<file path="config.mk">
export PLATFORM = sky130hd
export DESIGN_NAME = accel_tilt_angle_smoother_top
export DESIGN_NICKNAME = d
export VERILOG_FILES = /design/src/hdl/atsm_pkg.sv /design/src/hdl/accel_tilt_angle_smoother_top.sv /design/src/hdl/atsm_cordic.sv /design/src/hdl/atsm_ema.sv
export SDC_FILE = /design/constraint.sdc
export NUM_CORES = 2
export LEC_CHECK = 0
export BUFFER_PORTS_ARGS = -buffer_cell sky130_fd_sc_hd__buf_2
export CAP_MARGIN = 5
export CORE_MARGIN = 4
export CORE_UTILIZATION = 40
export CTS_BUF_LIST = sky130_fd_sc_hd__clkbuf_4
export CTS_CLUSTER_DIAMETER = 30
export DETAILED_ROUTE_END_ITERATION = 10
export PLACE_DENSITY = 0.57
export SETUP_SLACK_MARGIN = 0.3
export SLEW_MARGIN = 20
export SYNTH_ARGS = -nofsm -noshare
export SYNTH_HDL_FRONTEND = slang
export SYNTH_SLANG_ARGS = --single-unit
</file>
<file path="constraint.sdc">
create_clock -name clk -period 36.4 [get_ports clk]
set_clock_uncertainty 0.1 [all_clocks]
set_input_delay 3.64 -clock clk [delete_from_list [all_inputs] [get_ports clk]]
set_output_delay 3.64 -clock clk [all_outputs]
set_load 0.01 [all_outputs]
</file>
<file path="src/hdl/atsm_pkg.sv">
`timescale 1ns / 1ps
// ----------------------------------------------------------------------------
// Tilt angle smoother package
// Shared widths, fixed-point constants, the arctangent table, the clamp helper
// and the structs that connect the sequencer to the CORDIC unit.
// ----------------------------------------------------------------------------
package atsm_pkg;

	localparam int CORDIC_STEPS = 16;
	localparam int TAB_LEN      = 24;
	localparam int N_STEPS      = (CORDIC_STEPS < TAB_LEN) ? CORDIC_STEPS : TAB_LEN;
	localparam int CNT_W        = $clog2(N_STEPS);
	localparam int TAB_IDX_W    = $clog2(TAB_LEN);

	localparam int VEC_W  = 34;
	localparam int ANG_W  = 28;
	localparam int FILT_W = 26;
	localparam int MAG_W  = 31;
	localparam int ALPHA_W = 17;
	localparam int VEC_SHIFT = 14;

	localparam logic signed [ANG_W-1:0] ANG_180 = ANG_W'(180 * 131072);
	localparam logic signed [ANG_W-1:0] ANG_90  = ANG_W'(90 * 131072);
	localparam logic [29:0] GAIN_Q30 = 30'd652032874;
	localparam logic [ALPHA_W-1:0] ALPHA_MAX   = 17'd65536;
	localparam logic [ALPHA_W-1:0] ALPHA_RESET = 17'd13107;

	typedef struct packed {
		logic                    start;
		logic signed [VEC_W-1:0] a;
		logic signed [VEC_W-1:0] b;
		logic signed [ANG_W-1:0] ang;
	} cordic_cmd_t;

	typedef struct packed {
		logic                    done;
		logic signed [VEC_W-1:0] mag;
		logic signed [ANG_W-1:0] ang;
	} cordic_rsp_t;

	function automatic logic signed [ANG_W-1:0] atan_deg(input logic [TAB_IDX_W-1:0] idx);
		logic signed [ANG_W-1:0] r;
		case (idx)
			5'd0:    r = 28'sd5898240;
			5'd1:    r = 28'sd3481934;
			5'd2:    r = 28'sd1839759;
			5'd3:    r = 28'sd933890;
			5'd4:    r = 28'sd468757;
			5'd5:    r = 28'sd234607;
			5'd6:    r = 28'sd117332;
			5'd7:    r = 28'sd58670;
			5'd8:    r = 28'sd29335;
			5'd9:    r = 28'sd14668;
			5'd10:   r = 28'sd7334;
			5'd11:   r = 28'sd3667;
			5'd12:   r = 28'sd1833;
			5'd13:   r = 28'sd917;
			5'd14:   r = 28'sd458;
			5'd15:   r = 28'sd229;
			5'd16:   r = 28'sd115;
			5'd17:   r = 28'sd57;
			5'd18:   r = 28'sd29;
			5'd19:   r = 28'sd14;
			5'd20:   r = 28'sd7;
			5'd21:   r = 28'sd4;
			5'd22:   r = 28'sd2;
			5'd23:   r = 28'sd1;
			default: r = '0;
		endcase
		return r;
	endfunction

	function automatic logic signed [FILT_W-1:0] clamp_ang(
		input logic signed [ANG_W-1:0] v,
		input logic signed [ANG_W-1:0] lim
	);
		logic signed [ANG_W-1:0] r;
		if (v > lim) begin
			r = lim;
		end else if (v < -lim) begin
			r = -lim;
		end else begin
			r = v;
		end
		return r[FILT_W-1:0];
	endfunction

endpackage

</file>
<file path="src/hdl/accel_tilt_angle_smoother_top.sv">
`timescale 1ns / 1ps
// ----------------------------------------------------------------------------
// Accelerometer tilt angle smoother
// Computes roll and pitch from one accelerometer sample with an iterative
// CORDIC unit and smooths both with an exponential moving average.
//
// Usage:
//   The input channel (in_valid / in_ready) carries one sample, accel_x,
//   accel_y and accel_z. The output channel (out_valid / out_ready) returns
//   tilt_x (roll, signed Q9.8) and tilt_y (pitch, signed Q8.8) in degrees,
//   one result per sample. The configuration channel (cfg_valid / cfg_ready)
//   writes the smoothing factor; values above 65536 saturate to 65536.
//   A sample runs two CORDIC vectoring passes of 16 steps each on the one
//   shift-add unit: the roll pass result is taken, the gain multiply is
//   applied, the pitch pass is started and its result taken, each filter is
//   updated in turn and the output register is loaded. A sample with y and z
//   both zero skips the roll pass. The block takes a new sample only after
//   the last one is through the filter: in_ready is high only when idle and
//   no finished result waits to be loaded into the output register.
//   A finished result waits in the output register; the next sample is taken
//   meanwhile and only its own result waits for that register to empty.
//   Reset clears the filter, so the first sample after reset loads it
//   directly, and sets the smoothing factor to 13107.
// ----------------------------------------------------------------------------
module accel_tilt_angle_smoother_top (
	input  logic               clk,
	input  logic               arst_n,
	input  logic               in_valid,
	output logic               in_ready,
	input  logic signed [15:0] accel_x,
	input  logic signed [15:0] accel_y,
	input  logic signed [15:0] accel_z,
	output logic               out_valid,
	input  logic               out_ready,
	output logic signed [16:0] tilt_x,
	output logic signed [15:0] tilt_y,
	input  logic               cfg_valid,
	output logic               cfg_ready,
	input  logic [16:0]        cfg_data
);

	typedef enum logic [6:0] {
		S_IDLE  = 7'b0000001,
		S_ROLL  = 7'b0000010,
		S_GAIN  = 7'b0000100,
		S_PREP  = 7'b0001000,
		S_PITCH = 7'b0010000,
		S_EMA_R = 7'b0100000,
		S_EMA_P = 7'b1000000
	} state_t;

	state_t state_q;
	logic   done_wait_q;

	logic [atsm_pkg::ALPHA_W-1:0]       alpha_q;
	logic signed [15:0]                 ax_q;
	logic signed [atsm_pkg::VEC_W-1:0]  raw_q;
	logic [atsm_pkg::MAG_W-1:0]         mag_q;
	logic signed [atsm_pkg::FILT_W-1:0] roll_q;
	logic signed [atsm_pkg::FILT_W-1:0] pitch_q;
	logic signed [atsm_pkg::FILT_W-1:0] froll_q;
	logic signed [atsm_pkg::FILT_W-1:0] fpitch_q;
	logic                               have_q;
	logic                               out_valid_q;
	logic signed [16:0]                 tilt_x_q;
	logic signed [15:0]                 tilt_y_q;

	atsm_pkg::cordic_cmd_t cmd;
	atsm_pkg::cordic_rsp_t rsp;

	logic                               in_xfer;
	logic                               yz_zero;
	logic                               pitch_run;
	logic                               out_load;
	logic signed [atsm_pkg::VEC_W-1:0]  ay_v;
	logic signed [atsm_pkg::VEC_W-1:0]  az_v;
	logic signed [atsm_pkg::VEC_W-1:0]  ax_v;
	logic [60:0]                        gain_prod;
	logic signed [atsm_pkg::FILT_W-1:0] ema_f;
	logic signed [atsm_pkg::FILT_W-1:0] ema_n;
	logic signed [atsm_pkg::FILT_W-1:0] ema_next;
	logic signed [atsm_pkg::FILT_W:0]   round_x;
	logic signed [atsm_pkg::FILT_W:0]   round_y;

	assign in_ready  = (state_q == S_IDLE) && !done_wait_q;
	assign in_xfer   = in_valid && in_ready;
	assign cfg_ready = 1'b1;
	assign out_load  = done_wait_q && (!out_valid_q || out_ready);

	assign yz_zero   = (accel_y == 16'sd0) && (accel_z == 16'sd0);
	assign pitch_run = (mag_q != '0) || (ax_q != 16'sd0);
	assign ay_v      = atsm_pkg::VEC_W'(accel_y) <<< atsm_pkg::VEC_SHIFT;
	assign az_v      = atsm_pkg::VEC_W'(accel_z) <<< atsm_pkg::VEC_SHIFT;
	assign ax_v      = atsm_pkg::VEC_W'(ax_q) <<< atsm_pkg::VEC_SHIFT;
	assign gain_prod = 61'(raw_q[atsm_pkg::MAG_W-1:0]) * 61'(atsm_pkg::GAIN_Q30);

	always_comb begin
		cmd = '0;
		if (in_xfer && !yz_zero) begin
			cmd.start = 1'b1;
			if (accel_z[15]) begin
				cmd.a   = -az_v;
				cmd.b   = -ay_v;
				cmd.ang = accel_y[15] ? -atsm_pkg::ANG_180 : atsm_pkg::ANG_180;
			end else begin
				cmd.a   = az_v;
				cmd.b   = ay_v;
				cmd.ang = '0;
			end
		end else if (state_q == S_PREP && pitch_run) begin
			cmd.start = 1'b1;
			cmd.a     = atsm_pkg::VEC_W'(mag_q);
			cmd.b     = -ax_v;
			cmd.ang   = '0;
		end
	end

	atsm_cordic u_cordic (
		.clk    (clk),
		.arst_n (arst_n),
		.cmd    (cmd),
		.rsp    (rsp)
	);

	assign ema_f = (state_q == S_EMA_P) ? fpitch_q : froll_q;
	assign ema_n = (state_q == S_EMA_P) ? pitch_q : roll_q;

	atsm_ema u_ema (
		.filt      (ema_f),
		.sample    (ema_n),
		.alpha     (alpha_q),
		.filt_next (ema_next)
	);

	assign round_x = (atsm_pkg::FILT_W + 1)'(froll_q) + 27'sd256;
	assign round_y = (atsm_pkg::FILT_W + 1)'(fpitch_q) + 27'sd256;

	always_ff @(posedge clk or negedge arst_n) begin
		if (!arst_n) begin
			state_q     <= S_IDLE;
			done_wait_q <= 1'b0;
			alpha_q     <= atsm_pkg::ALPHA_RESET;
			froll_q     <= '0;
			fpitch_q    <= '0;
			have_q      <= 1'b0;
			out_valid_q <= 1'b0;
		end else begin
			if (cfg_valid && cfg_ready) begin
				alpha_q <= (cfg_data > atsm_pkg::ALPHA_MAX) ? atsm_pkg::ALPHA_MAX : cfg_data;
			end
			if (out_load) begin
				out_valid_q <= 1'b1;
				done_wait_q <= 1'b0;
			end else if (out_ready) begin
				out_valid_q <= 1'b0;
			end
			case (state_q)
				S_IDLE: begin
					if (in_xfer) begin
						state_q <= yz_zero ? S_PREP : S_ROLL;
					end
				end
				S_ROLL: begin
					if (rsp.done) begin
						state_q <= S_GAIN;
					end
				end
				S_GAIN: begin
					state_q <= S_PREP;
				end
				S_PREP: begin
					state_q <= pitch_run ? S_PITCH : S_EMA_R;
				end
				S_PITCH: begin
					if (rsp.done) begin
						state_q <= S_EMA_R;
					end
				end
				S_EMA_R: begin
					froll_q <= have_q ? ema_next : roll_q;
					state_q <= S_EMA_P;
				end
				S_EMA_P: begin
					fpitch_q    <= have_q ? ema_next : pitch_q;
					have_q      <= 1'b1;
					done_wait_q <= 1'b1;
					state_q     <= S_IDLE;
				end
				default: begin
					state_q <= S_IDLE;
				end
			endcase
		end
	end

	always_ff @(posedge clk) begin
		if (in_xfer) begin
			ax_q <= accel_x;
			if (yz_zero) begin
				roll_q <= '0;
				mag_q  <= '0;
			end
		end
		if (state_q == S_ROLL && rsp.done) begin
			roll_q <= atsm_pkg::clamp_ang(rsp.ang, atsm_pkg::ANG_180);
			raw_q  <= rsp.mag;
		end
		if (state_q == S_GAIN) begin
			mag_q <= gain_prod[60:30];
		end
		if (state_q == S_PREP && !pitch_run) begin
			pitch_q <= '0;
		end
		if (state_q == S_PITCH && rsp.done) begin
			pitch_q <= atsm_pkg::clamp_ang(rsp.ang, atsm_pkg::ANG_90);
		end
		if (out_load) begin
			tilt_x_q <= round_x[25:9];
			tilt_y_q <= round_y[24:9];
		end
	end

	assign out_valid = out_valid_q;
	assign tilt_x    = tilt_x_q;
	assign tilt_y    = tilt_y_q;

endmodule

</file>
<file path="src/hdl/atsm_cordic.sv">
`timescale 1ns / 1ps
// ----------------------------------------------------------------------------
// Iterative CORDIC vectoring unit
// One shift-add rotation per cycle on a single shared datapath, driven by a
// step counter. Returns the raw magnitude and the accumulated angle.
// ----------------------------------------------------------------------------
module atsm_cordic (
	input  logic                 clk,
	input  logic                 arst_n,
	input  atsm_pkg::cordic_cmd_t cmd,
	output atsm_pkg::cordic_rsp_t rsp
);

	logic signed [atsm_pkg::VEC_W-1:0] a_q;
	logic signed [atsm_pkg::VEC_W-1:0] b_q;
	logic signed [atsm_pkg::ANG_W-1:0] ang_q;
	logic [atsm_pkg::CNT_W-1:0]        cnt_q;
	logic                              busy_q;
	logic                              done_q;

	logic signed [atsm_pkg::VEC_W-1:0] da;
	logic signed [atsm_pkg::VEC_W-1:0] db;
	logic signed [atsm_pkg::ANG_W-1:0] step_ang;

	assign da       = b_q >>> cnt_q;
	assign db       = a_q >>> cnt_q;
	assign step_ang = atsm_pkg::atan_deg(atsm_pkg::TAB_IDX_W'(cnt_q));

	always_ff @(posedge clk or negedge arst_n) begin
		if (!arst_n) begin
			busy_q <= 1'b0;
			done_q <= 1'b0;
			cnt_q  <= '0;
		end else begin
			done_q <= 1'b0;
			if (cmd.start) begin
				busy_q <= 1'b1;
				cnt_q  <= '0;
			end else if (busy_q) begin
				cnt_q <= cnt_q + 1'b1;
				if (cnt_q == atsm_pkg::CNT_W'(atsm_pkg::N_STEPS - 1)) begin
					busy_q <= 1'b0;
					done_q <= 1'b1;
				end
			end
		end
	end

	always_ff @(posedge clk) begin
		if (cmd.start) begin
			a_q   <= cmd.a;
			b_q   <= cmd.b;
			ang_q <= cmd.ang;
		end else if (busy_q) begin
			if (!b_q[atsm_pkg::VEC_W-1]) begin
				a_q   <= a_q + da;
				b_q   <= b_q - db;
				ang_q <= ang_q + step_ang;
			end else begin
				a_q   <= a_q - da;
				b_q   <= b_q + db;
				ang_q <= ang_q - step_ang;
			end
		end
	end

	assign rsp.done = done_q;
	assign rsp.mag  = a_q;
	assign rsp.ang  = ang_q;

endmodule

</file>
<file path="src/hdl/atsm_ema.sv">
`timescale 1ns / 1ps
// ----------------------------------------------------------------------------
// Exponential moving average update
// Moves a filtered angle toward a new angle by alpha/65536 of the difference,
// rounded to nearest. One multiplier, shared by the roll and pitch updates.
// ----------------------------------------------------------------------------
module atsm_ema (
	input  logic signed [atsm_pkg::FILT_W-1:0] filt,
	input  logic signed [atsm_pkg::FILT_W-1:0] sample,
	input  logic [atsm_pkg::ALPHA_W-1:0]       alpha,
	output logic signed [atsm_pkg::FILT_W-1:0] filt_next
);

	localparam int D_W = atsm_pkg::FILT_W + 1;
	localparam int A_W = atsm_pkg::ALPHA_W + 1;
	localparam int P_W = D_W + A_W;

	logic signed [D_W-1:0] diff;
	logic signed [A_W-1:0] alpha_s;
	logic signed [P_W-1:0] prod;
	logic signed [P_W-1:0] rounded;
	logic signed [P_W-1:0] upd;

	always_comb begin
		diff      = D_W'(sample) - D_W'(filt);
		alpha_s   = $signed({1'b0, alpha});
		prod      = P_W'(diff) * P_W'(alpha_s);
		rounded   = prod + P_W'(32768);
		upd       = rounded >>> 16;
		filt_next = filt + upd[atsm_pkg::FILT_W-1:0];
	end

endmodule

</file>
* Word level (Yosys, flattened, before mapping)
Memory sizes are Yosys's and may differ from the RTL's.
Cells that the tools add are included.
** Word-level totals
- Register bits after elaboration :: 344
- Memory bits (read-only) :: 368
- Bits of input ports :: 70
- Output and inout port bits :: 36
- Memories :: 1
** Memories
- (name not given) :: words 16, width 23, rd ports 1, clocked after Yosys merged registers in 0, write ports 0, line atsm_pkg.sv:43 : case (idx)
** Cells by class
- $add $sub $neg :: 15
- Multiply operators :: 2
- $lt $le $gt $ge :: 5
- Equal/unequal tests :: 11
- Shifts and indexed selects :: 2
- Muxes and demuxes :: 48
- Reduce and logical (&&, ||, !) cells :: 30
** Operators by type and width (number)
- 2-to-1 mux 26 bit :: 13
- 2-to-1 mux 34 bit :: 6
- 2-to-1 mux 97 bit :: 2
- 2-to-1 mux 28 bit :: 4
- negator 30 -> 34 bit :: 3
- 2-to-1 mux 96 bit :: 1
- 2-to-1 mux 31 bit :: 3
- adder 34 bit :: 2
- >>> shifter 34 x 4 -> 34 bit :: 2
- subtractor 34 bit :: 2
- multiplier 31 x 29 -> 60 bit (second input constant) :: 1
- adder 42 x 17 -> 42 bit (second input constant) :: 1
- multiplier 27 x 18 -> 42 bit :: 1
- one-hot mux 7 bit (6 select lines) :: 1
- logical NOT 16 bit :: 2
- nonzero test 31 bit :: 1
- adder 28 bit :: 1
- greater-than comparator 28 x 25 -> 1 bit (second input constant) :: 1
- greater-than comparator 28 x 26 -> 1 bit (second input constant) :: 1
- less-than comparator 28 x 25 -> 1 bit (second input constant) :: 1
- less-than comparator 28 x 26 -> 1 bit (second input constant) :: 1
- subtractor 28 bit :: 1
- subtractor 26 x 26 -> 27 bit :: 1
- adder 26 x 10 -> 26 bit (second input constant) :: 1
- 26 further kinds :: 60

* Logic depth before layout (Yosys ltp)
- Word-level depth :: 7
- Mapped depth :: 58

* Hierarchy
A second synthesis with hierarchy kept.
** Unflattened totals
- Cells, all modules :: 6574
- Area total of the unflattened synthesis :: 61960.7 um^2
** Modules (own cells, without submodules)
- accel_tilt_angle_smoother_top :: times used 1, cells an instance 2733, area each 28997.8 um^2
- atsm_ema :: times used 1, cells an instance 2050, area each 18036.0 um^2
- atsm_cordic :: times used 1, cells an instance 1791, area each 14926.8 um^2

* Worst setup path after synthesis
No wires, ideal clock.
- Path type :: register to register
- Start point :: register state_q[5]
- End point :: register fpitch_q[21] (netlist name)
- Setup time :: 82 ps
- Arrival :: 11767 ps
- Data required time :: 36218 ps
- Path slack :: 24451 ps
- Cell stages (with the launch flop) :: 54
- Buffers on the path :: 4
- Clock period less this slack :: 11949 ps
- Cells stage by stage :: dfrtp_1 > nor4b_2 > and2_1 > buf_6 > clkbuf_1 > clkbuf_1 > mux2i_1 > ha_1 > inv_1 > fa_1 > a21oi_1 > maj3_1 > o311ai_0 > o211ai_2 > o31ai_2 > or3_1 > a31oi_1 > xnor2_1 > [... 18 more ...] > o22ai_1 > or2_2 > a21oi_1 > nor2b_1 > nor2_1 > xnor2_1 > ha_1 > a21o_1 > a21oi_1 > nand2_1 > a41oi_1 > a21oi_1 > o211ai_1 > a21oi_1 > a221oi_1 > xnor2_1 > nand2_1 > a31oi_1
** On the way
- Longest elaborated chain between the ends :: 7
- Elaborated cells between the ends (all ways) :: 8
** RTL lines
- from (decl) :: line accel_tilt_angle_smoother_top.sv:52 : state_t state_q;
- from (signal assigned) :: line accel_tilt_angle_smoother_top.sv:160 : state_q <= yz_zero ? S_PREP : S_ROLL;
- from (signal assigned) :: line accel_tilt_angle_smoother_top.sv:172 : state_q <= pitch_run ? S_PITCH : S_EMA_R;
- == test 7 bit (*) :: line accel_tilt_angle_smoother_top.sv:125, accel_tilt_angle_smoother_top.sv:126, accel_tilt_angle_smoother_top.sv:157
- 2-to-1 mux 26 bit, on equally long branches :: line accel_tilt_angle_smoother_top.sv:126, accel_tilt_angle_smoother_top.sv:125
- subtractor 26 x 26 -> 27 bit :: line atsm_ema.sv:25 : diff = D_W'(sample) - D_W'(filt);
- multiplier 27 x 18 -> 42 bit :: line atsm_ema.sv:27 : prod = P_W'(diff) * P_W'(alpha_s);
- adder 42 x 17 -> 42 bit :: line atsm_ema.sv:28 : rounded = prod + P_W'(32768);
- adder 26 bit :: line atsm_ema.sv:30 : filt_next = filt + upd[atsm_pkg::FILT_W-1:0];
- 2-to-1 mux 26 bit :: line accel_tilt_angle_smoother_top.sv:184 : fpitch_q <= have_q ? ema_next : pitch_q;
- to (signal assigned) :: line accel_tilt_angle_smoother_top.sv:184
- to (decl) :: line accel_tilt_angle_smoother_top.sv:62 : logic signed [atsm_pkg::FILT_W-1:0] fpitch_q;
Mark *: on every way between the ends. The rest lies on a longest branch, timed or not.
A chain may end at the register's enable or synchronous reset.

* Worst setup path in the final report
- Start point :: register state_q[1]
- End point :: register froll_q[21] (netlist name)
** On the way
- Longest elaborated chain between the ends :: 7
- Elaborated cells between the ends (all ways) :: 9
** RTL lines
- == test 7 bit :: line accel_tilt_angle_smoother_top.sv:125, accel_tilt_angle_smoother_top.sv:126
- 2-to-1 mux 26 bit, on equally long branches :: line accel_tilt_angle_smoother_top.sv:126, accel_tilt_angle_smoother_top.sv:125
- subtractor 26 x 26 -> 27 bit :: line atsm_ema.sv:25
- multiplier 27 x 18 -> 42 bit :: line atsm_ema.sv:27
- adder 42 x 17 -> 42 bit :: line atsm_ema.sv:28
- adder 26 bit :: line atsm_ema.sv:30
- 2-to-1 mux 26 bit :: line accel_tilt_angle_smoother_top.sv:180 : froll_q <= have_q ? ema_next : roll_q;
- to (signal assigned) :: line accel_tilt_angle_smoother_top.sv:180
- to (decl) :: line accel_tilt_angle_smoother_top.sv:61 : logic signed [atsm_pkg::FILT_W-1:0] froll_q;
Several ways; a longest one is shown, not always the timed one.

==> results.md <==
- Dominant register cell in the synthesized netlist: edfxtp_1
- Final worst path period need: 13,220 ps
- Largest incremental delay on the critical path: 560 ps
- Final cycle utilization of the critical path: 36.3%
- Number of warnings issued by yosys: 0
- Number of hold violations in the final report: 0
- Number of flops mapped to enable cells by yosys: 259
- Mean cell area of the mapped netlist: 9.42 sq um
- Port bufs: 104
- Post-route setup TNS: 0 ps
- Data required time at the worst endpoint: 37,140 ps
- Vias in the first global route: 45,600
- Unrepaired setup endpoints after global routing: false
- Die span in x: 392 microns
- Worst setup path endpoint: froll_q[21]
- Outcome: completed
- Ratio of cells with drive above 1 in the final layout: 7.17%
- Post-synthesis instance area: 59,100 sq um
- Highest clock frequency the design can meet: 75.7 MHz
- Reg-to-reg endpoint: froll_q[21]
- Number of ports placed on the die boundary: 106
- Via density: 5.20
- Max-Cap Viols: 0
- Arr. time, crit path: 13,960 ps
- Average wire per cell in the routed design: 19.0 microns
- Number of filler cells placed in the layout: 14,400
- Global-route wire length before repair: 256,000 microns
- Core Rows: 140
- Post-CTS Setup Inserts: 0
- Initial antenna violation count: 6
- Number of optimization iterations in the first detailed-route pass: 8
- Height of the chip: 392 microns
- Yosys cell types: 100
- Remaining global-route overflow: 0
- Number of gates resized after cts: 0
- Setup CP Type: reg2reg
- Max Root-Sink Buffers: 3
- Master of the slowest instance on the critical path: fa_1
- Type of destination of the critical path: flip-flop
- All-layer global routing usage: 21.2%
- Final count of pins violating max slew: 0
- CTS tree: built
- Total of flip-flops plus latches after synthesis: 344
- Measured slew at the worst slew-check pin: 1150 ps
- Type of the tightest min-delay check: reg2reg
- Global placer's final weighted congestion: 0.894
- Half-perimeter wire length after detailed placement: 127,000 microns
- Post-synthesis sequential area ratio: 16.8%
- Max Fanout on Critical Path: 63
- Final setup vio count: 0
- Number of DRC markers after the initial detailed-route iteration: 2,881
- Remaining DRCs: 0
- Largest net degree at the start of global routing: 83
- Count of clock tree sinks: 344
- Via count: 43,400
- Initial Utilization: 40.4%
- Dominant cell type by count on the critical path: a21oi_1
- Final Net Count: 7,916
- Number of hold buffers added after cts: 0
- Clk_lat worst skew: 1030 ps
- Headroom to the max-slew limit: 23.4%
- Root buffer cell: clkbuf_4
- Start point of the critical path: state_q[1]
- Wirelength, routed: 159,000 microns
- Floorplan die area: 154,000 sq um
- H-tree depth reported by CTS: 3
- Worst-case reg-to-reg path depth: 52
- Syn Nets: 7,845
- Number of buffers inserted during clock tree synthesis: 98
- Area of the placeable core: 146,000 sq um
- Startpoint Class: flip-flop
- Gate count after technology mapping: 6,278
- Proportion of synthesized flip-flops having asynchronous set or reset: 24.7%
- Detail Route Antenna Nets: 0
- Clock-pin transition on the worst setup and hold timing paths: 70 ps
- Crit Reg-Reg Startpoint: state_q[1]
- Flop2flop setup slack: 23,180 ps
- Area growth from synthesis to layout: 6.81%
[critical path: cells and delay by family (launching register included)]
| family | cells | cell delay (ps) |
|---|---|---|
| muxes | 1 | 460 |
| buffers and inverters | 6 | 950 |
| xor gates and xnor gates | 2 | 300 |
| AOI/OAI and AO/OA | 21 | 4190 |
| adders and majority gates | 10 | 4440 |
| and+or+nand+nor | 12 | 2180 |
| DFF | 1 | 440 |
[kinds of logic after synthesis]
family	count (synthesis)	share of synthesized area, %
simple gates	1654	13.4
fa+ha+maj	1500	42.8
buf+inv	1428	9.23
compound gates	869	9.18
xor+xnor	350	5.21
flops	344	16.8
mux	132	3.43
other cells	1	0.00634
[how the worst min path moves through the flow]
stage                    start  depth (start not counted)           to  slack [ps]
6_report           fpitch_q[7]                          2  fpitch_q[7]         380
2_1_floorplan  u_cordic.a_q[0]                          0     raw_q[0]         340
5_1_grt            fpitch_q[7]                          2  fpitch_q[7]         400
4_1_cts             froll_q[7]                          2   froll_q[7]         380
3_3_place_gp        froll_q[7]                          2   froll_q[7]         360
3_5_place_dp        froll_q[7]                          2   froll_q[7]         370
[state kept, by name, summed over array words and instances, names as in the netlist, 17 cells and up]
register / count
u_cordic.ang_q: 28
fpitch_q: 26
roll_q: 26
u_cordic.b_q: 34
froll_q: 26
raw_q: 31
pitch_q: 26
mag_q: 31
u_cordic.a_q: 34
alpha_q: 17
tilt_x: 17
[cell usage after synthesis, types with 12 or more instances]
master,number,area share [%]
a211oi_1,34,0.43
a21o_1,73,0.93
a21oi_1,254,2.2
a31oi_1,53,0.56
and2_1,318,3.4
and3_1,50,0.53
buf_1,21,0.13
buf_2,16,0.14
clkbuf_1,153,0.97
dfrtp_1,76,3.2
edfxtp_1,259,13
fa_1,871,29
ha_1,626,13
inv_1,1220,7.7
mux2i_1,72,1.2
mux4_2,56,2.1
nand2_1,634,4.0
nand2b_1,45,0.48
nand3_1,51,0.43
nand3b_1,12,0.15
nand4_1,29,0.31
nor2_1,330,2.1
nor2b_1,35,0.37
nor3_1,56,0.47
nor4_1,27,0.29
o211ai_1,13,0.17
o21a_1,28,0.36
o21ai_0,214,1.8
o21ai_1,18,0.15
o21bai_1,23,0.29
o22ai_1,17,0.18
o31ai_1,30,0.38
or3_1,18,0.19
xnor2_1,223,3.3
xor2_1,126,1.9
[layout make-up]
cell class                      instances  area (sq um)  area share [%]
Inverter                             1223          4590            7.27
Multi-Input combinational cell       4506         43800            69.3
Antenna cell                           10          25.0          0.0396
Timing Repair Buffer                  176          1060            1.68
Tap cell                             1917          2400            3.80
Sequential cell                       344          9930            15.7
Clock buffer                          135          1010            1.61
Clock inverter                         42           347           0.549
[per-stage QoR]
step / instance area [sq um] / instances / hold WS (ps) / worst slack (ps) / util (%)
2_1_floorplan: 59100 / 6278 / 345 / 24450 / -
3_3_place_gp: 61700 / 8166 / 361 / 23530 / 42.2
3_5_place_dp: 61700 / 8166 / 366 / 23350 / 42.2
4_1_cts: 63100 / 8343 / 381 / 23230 / 43.1
5_1_grt: 63100 / 8353 / 401 / 22320 / 43.2
6_report: 63100 / 8353 / 380 / 23180 / 43.2
[routing by layer]
| metal | part of all wire, % | up-vias | routed length [microns] | track usage [%] |
|---|---|---|---|---|
| met4 | 2.7 | 4 | 4290 | 5.49 |
| li1 | - | 20500 | - | - |
| met1 | 45 | 21600 | 72100 | 29.6 |
| met2 | 47 | 1107 | 74300 | 35.0 |
| met3 | 5.0 | 233 | 7890 | 2.63 |
| met5 | 0.020 | - | 31 | 0 |
[placed cells by master, fill, tap and decap left out, types with 56 or more instances in the layout]
| master | Yosys | final |
|---|---|---|
| inv_1 | 1220 | 1219 |
| fa_1 | 871 | 871 |
| nand2_1 | 634 | 630 |
| ha_1 | 626 | 626 |
| nor2_1 | 330 | 329 |
| and2_1 | 318 | 317 |
| edfxtp_1 | 259 | 259 |
| a21oi_1 | 254 | 254 |
| xnor2_1 | 223 | 223 |
| o21ai_0 | 214 | 214 |
| clkbuf_4 | 0 | 135 |
| xor2_1 | 126 | 125 |
| buf_2 | 16 | 103 |
| a21o_1 | 73 | 73 |
| buf_4 | 10 | 73 |
| mux2i_1 | 72 | 72 |
| dfrtp_1 | 76 | 72 |
| nor3_1 | 56 | 56 |
| mux4_2 | 56 | 56 |
Power is not shown: default switching activity piles up to over one toggle a cycle in this logic, so the estimate is an artifact.
